**src/rtl/seg_pkg.sv**
```systemverilog
`timescale 1ns / 1ps
package seg_pkg;

    localparam int N_ENTRIES  = 1024;
    localparam int VALUE_BITS = 32;
    localparam int IDX_W      = $clog2(N_ENTRIES);
    localparam int LEN_W      = IDX_W + 1;
    localparam int TREE_WORDS = 2 * N_ENTRIES;
    localparam int ADDR_W     = $clog2(TREE_WORDS);
    // node numbers run up to 2*N_ENTRIES (one past the last leaf)
    localparam int NODE_W     = ADDR_W + 1;

    localparam logic [LEN_W-1:0] LEN_RESET = LEN_W'(N_ENTRIES);

    // item kinds
    localparam logic KIND_WRITE = 1'b0;
    localparam logic KIND_QUERY = 1'b1;

    typedef struct packed {
        logic                         kind;
        logic [IDX_W-1:0]             index_low;
        logic [IDX_W-1:0]             index_high;
        logic signed [VALUE_BITS-1:0] value;
    } t_in;

    typedef struct packed {
        logic signed [VALUE_BITS-1:0] range_sum;
        logic                         error;
    } t_out;

    // classified request handed from the front to the back
    typedef struct packed {
        logic                  kind;
        logic                  bad;
        logic [IDX_W-1:0]      index_low;
        logic [IDX_W-1:0]      index_high;
        logic [VALUE_BITS-1:0] value;
    } t_cmd;

endpackage

```
**src/rtl/seg_front.sv**
```systemverilog
`timescale 1ns / 1ps
module seg_front (
    input  logic                      i_clk,
    input  logic                      i_rst_n,
    input  logic                      i_push,
    output logic                      o_full,
    input  seg_pkg::t_in              i_item,
    input  logic                      i_cfg_we,
    input  logic [seg_pkg::LEN_W-1:0] i_cfg_data,
    input  logic                      i_busy,
    output logic                      o_cmd_valid,
    output seg_pkg::t_cmd             o_cmd,
    input  logic                      i_cmd_pop
);

    logic [seg_pkg::LEN_W-1:0] r_len;
    logic [seg_pkg::LEN_W-1:0] eff_len;
    seg_pkg::t_cmd             cmd_new;
    seg_pkg::t_cmd             r_q [2];
    logic                      r_wp;
    logic                      r_rp;
    logic [1:0]                r_cnt;
    logic                      accept;
    logic                      enq;
    logic                      lo_bad;

    // length register
    always_ff @(posedge i_clk) begin
        if (!i_rst_n) begin
            r_len <= seg_pkg::LEN_RESET;
        end else if (i_cfg_we) begin
            r_len <= i_cfg_data;
        end
    end

    // classify the request
    always_comb begin
        eff_len = (r_len > seg_pkg::LEN_RESET) ? seg_pkg::LEN_RESET : r_len;
        lo_bad  = {1'b0, i_item.index_low} >= eff_len;
        cmd_new.kind       = i_item.kind;
        cmd_new.index_low  = i_item.index_low;
        cmd_new.index_high = i_item.index_high;
        cmd_new.value      = i_item.value;
        if (i_item.kind == seg_pkg::KIND_WRITE) begin
            cmd_new.bad = lo_bad;
        end else begin
            cmd_new.bad = (i_item.index_low > i_item.index_high) ||
                          ({1'b0, i_item.index_high} >= eff_len);
        end
    end

    assign o_full = (r_cnt == 2'd2) || i_busy;
    assign accept = i_push && !o_full;
    // a bad write changes nothing, so it never reaches the back
    assign enq    = accept && !(cmd_new.kind == seg_pkg::KIND_WRITE && cmd_new.bad);

    // two-entry request queue
    always_ff @(posedge i_clk) begin
        if (!i_rst_n) begin
            r_wp  <= 1'b0;
            r_rp  <= 1'b0;
            r_cnt <= 2'd0;
        end else begin
            if (enq) begin
                r_wp <= !r_wp;
            end
            if (i_cmd_pop) begin
                r_rp <= !r_rp;
            end
            r_cnt <= r_cnt + 2'(enq) - 2'(i_cmd_pop);
        end
    end

    always_ff @(posedge i_clk) begin
        if (enq) begin
            r_q[r_wp] <= cmd_new;
        end
    end

    assign o_cmd_valid = (r_cnt != 2'd0);
    assign o_cmd       = r_q[r_rp];

endmodule

```
**config.mk**
```make
export PLATFORM = sky130hd
export DESIGN_NAME = seg_front
export DESIGN_NICKNAME = d
export VERILOG_FILES = /design/src/rtl/seg_pkg.sv /design/src/rtl/seg_front.sv
export SDC_FILE = /design/constraint.sdc
export NUM_CORES = 1
export LEC_CHECK = 0
export BUFFER_PORTS_ARGS = -buffer_cell sky130_fd_sc_hd__clkbuf_2
export CORE_MARGIN = 2
export CORE_UTILIZATION = 45
export CTS_CLUSTER_DIAMETER = 150
export DETAILED_ROUTE_END_ITERATION = 10
export PLACE_DENSITY = 0.69
export SLEW_MARGIN = 15
export SYNTH_ARGS = -nofsm -noshare
export SYNTH_HDL_FRONTEND = slang
export SYNTH_SLANG_ARGS = --single-unit
```
**constraint.sdc**
```tcl
create_clock -name i_clk -period 6.58 [get_ports i_clk]
set_clock_uncertainty 0.1 [all_clocks]
set_input_delay 1.316 -clock i_clk [delete_from_list [all_inputs] [get_ports i_clk]]
set_output_delay 1.316 -clock i_clk [all_outputs]
set_load 0.01 [all_outputs]
```
==> flow_summary.ini <==
[timing]
fmax_ghz = 0.276
hold_violations = 0
tightest_slew_ns = 0.729
period_needed_ns = 3.62
relSlewSlack = 0.514
fin_setup_tns_ns = 0
final_max_slew_viol_count = 0
finalCritPeriodShare = 0.550
rsz0062_at_grt = no
setup_violations = 0
layout_setup_ws_ns = 2.96

[min_path]
hold_end = r_wp$_SDFFE_PN0P_
hold_depth = 2
hold_class = reg -> reg
min_from = r_wp$_SDFFE_PN0P_

[power]
p_clk_frac = 0.454
switching_share = 0.223
ir_drop_mv = 0.169
power.density_nw_per_um2 = 315
power_frac_seq = 0.434
p_comb_frac = 0.112
cellInternalPower_mw = 1.65
p_leak_nw = 2.70
p_switching_mw = 0.472

[logic_synthesis]
syn-num-nets = 431
synth_adder_area_share = 0.0754
synthCells = 329
synth_top_family_by_area = multiplexers
ys_seq_area_frac = 0.671
postSynthAreaPerCell_um2 = 16.1
synth-xor-area-share = 0.00495
synthMuxAreaShare = 0.137
ys_types = 36
syn_area_um2 = 5310
yosysWarnings = 0
yosys.area_share.simple = 0.0521
ys_seq_elements = 124
synth_compound_gate_area_share = 0.0391

[layout]
area_delta_synth_final_pct = 26.7
drive_above_1_share = 0.458
fillers = 913
layout_commonest_cell = clkbuf_2
nets = 569
final_cell_mix = clkbuf_2, edfxtp_1, mux2_2, ha_1, clkbuf_16
diodes = 0
post-route-util = 0.586

[floorplanning]
core_um2 = 11500
ios = 126
die_y_um = 113
start_util = 0.463
dieArea_um2 = 12700
row_count = 39
die_w_um = 113

[grt]
grt_usage = 0.167
grt_start_max_net_pins = 55
overflow = 0
grt_pass1_wl_mm = 16.1
grt_pass1_vias = 3205
antenna_found_initial = 0

[placed_design]
dp_hpwl_mm = 7.04
globalplace.congestion = 0.801
place_ws_ns = 2.49
io_buffers = 125

[worst_setup_path]
r2r-start = r_len[10]$_SDFFE_PN1P_
crit_arrival_ns = 3.57
r2r_slack_ns = 3.26
reg2regPathDepth = 9
reg2reg_to = r_q[0][49]$_DFFE_PP_
critPathMaxFanout = 35
cp.required_ns = 6.53
start_kind = input port
critical_path.endpoint_type = flop
path_class = in -> reg

[cts]
ctsResizeCount = 0
ctsHoldBuffers = 0
cts_buffers = 17
clock_latency_ns = 0.41
ctsLongestPathBuffers = 2
cts.sinks = 124
cts_setup_buffers = 0
clock-root-buffer = clkbuf_16
path_clk_slew_ns = 0.06
tritoncts = built
htreeDepth = 4

[flow_run]
drv_cap = 0

[route]
post_drt_wl_per_cell_um = 16.3
viasPerCell = 5.00
vias = 3114
dr.pass1.iters = 4
finalWirelength_mm = 10.2
final_antenna_net_count = 0
drc = 0
drt_iter0_drc = 157

[status]
status = complete, no violations
## stage by stage
step	instance area (um2)	instances	hold WS (ns)	total power, mW
final	6730	623	0.420	2.12
after global routing	6730	623	0.453	2.20
after CTS	6730	623	0.419	2.14
after detailed placement	6100	591	0.411	1.18
after global placement	6100	591	0.398	1.17
after floorplan	5310	329	0.363	1.08
## how the worst max path moves through the flow
stage                     startpoint                    to  slack, ns  cells after the start
after floorplan           i_item[50]   r_q[0][0]$_DFFE_PP_       2.39                      7
final                     i_item[50]  r_q[0][49]$_DFFE_PP_       2.96                      9
after global placement    i_item[42]  r_q[0][50]$_DFFE_PP_       2.57                     10
after CTS                 i_item[42]   r_q[0][8]$_DFFE_PP_       2.92                     10
after detailed placement  i_item[42]  r_q[0][11]$_DFFE_PP_       2.49                     10
after global routing      i_item[42]  r_q[0][12]$_DFFE_PP_       2.76                     10
## cells by family (layout without fill, tap and decap cells)
logic type / after synthesis / count (layout)
flip-flops: 124 / 124
buffers and inverters: 26 / 177
XOR/XNOR: 3 / 3
adder cells (fa/ha/maj): 32 / 32
multiplexers: 66 / 66
AO/OA/AOI/OAI: 33 / 33
AND/OR/NAND/NOR: 45 / 45
## power by group through the flow
stage / logic (mW) / clock network, mW / registers [mW]
floorplan: 0.145 / 0 / 0.933
global placement: 0.235 / 0 / 0.934
detailed placement: 0.240 / 0 / 0.937
CTS: 0.242 / 0.979 / 0.921
global route: 0.262 / 1.01 / 0.925
finish: 0.238 / 0.963 / 0.921
## worst max-delay path, cell delays in order
cell and delay (ns):
clkbuf_2 0.11, ha_1 0.31, a21o_1 0.17, a21oi_1 0.21, o311ai_1 0.14, a21oi_2 0.21, inv_2 0.08, nor2_4 0.46
buf_4 0.52
## layer usage
metal,GRT usage,share of wire,vias up
met5,0,0,-
met4,0.0789,0.020,0
met3,0.0508,0.065,19
met2,0.264,0.46,109
met1,0.212,0.45,1466
li1,-,-,1520
## cell usage after synthesis
master | n | area [um2]
ha_1 | 32 | 400
nand3_1 | 1 | 5.00
a211o_1 | 1 | 8.76
xor2_1 | 1 | 8.76
xnor2_1 | 2 | 17.5
o21a_1 | 2 | 15.0
mux2i_1 | 12 | 120
mux2_2 | 54 | 608
nand2b_1 | 12 | 75.1
nor2_2 | 1 | 6.26
a21oi_2 | 1 | 8.76
nand2_1 | 6 | 22.5
or2_2 | 1 | 6.26
and2b_1 | 2 | 15.0
o211ai_1 | 1 | 7.51
edfxtp_1 | 108 | 3240
and4b_1 | 1 | 10.0
nor2b_1 | 11 | 68.8
dfxtp_1 | 16 | 320
a31oi_1 | 1 | 6.26
a21o_1 | 4 | 30.0
inv_2 | 1 | 3.75
a21oi_1 | 14 | 70.1
o311ai_1 | 1 | 8.76
o31ai_1 | 1 | 7.51
and2_1 | 5 | 31.3
nor2_1 | 1 | 3.75
o31a_1 | 1 | 8.76
buf_2 | 7 | 35.0
o21ai_0 | 4 | 20.0
nand4_1 | 3 | 18.8
o221ai_1 | 1 | 8.76
o21bai_1 | 1 | 7.51
nor2b_4 | 1 | 13.8
inv_1 | 16 | 60.1
clkbuf_1 | 2 | 7.51
## layout make-up
type                       instances  area, um2  share of cell area
inverter                          17       63.8             0.00949
timing repair buffer             128        648              0.0964
sequential                       124       3560               0.530
multi-input combinational        179       1650               0.245
clock buffer                      17        425              0.0633
clock inverter                    15        199              0.0296
tap                              143        179              0.0266
## state kept, by name (all words and copies together) (netlist names), named ones only
name   flops
r_wp       1
r_cnt      2
r_len     11
r_rp       1
r_q      108
No activity file was read; power rests on OpenSTA's default activity.
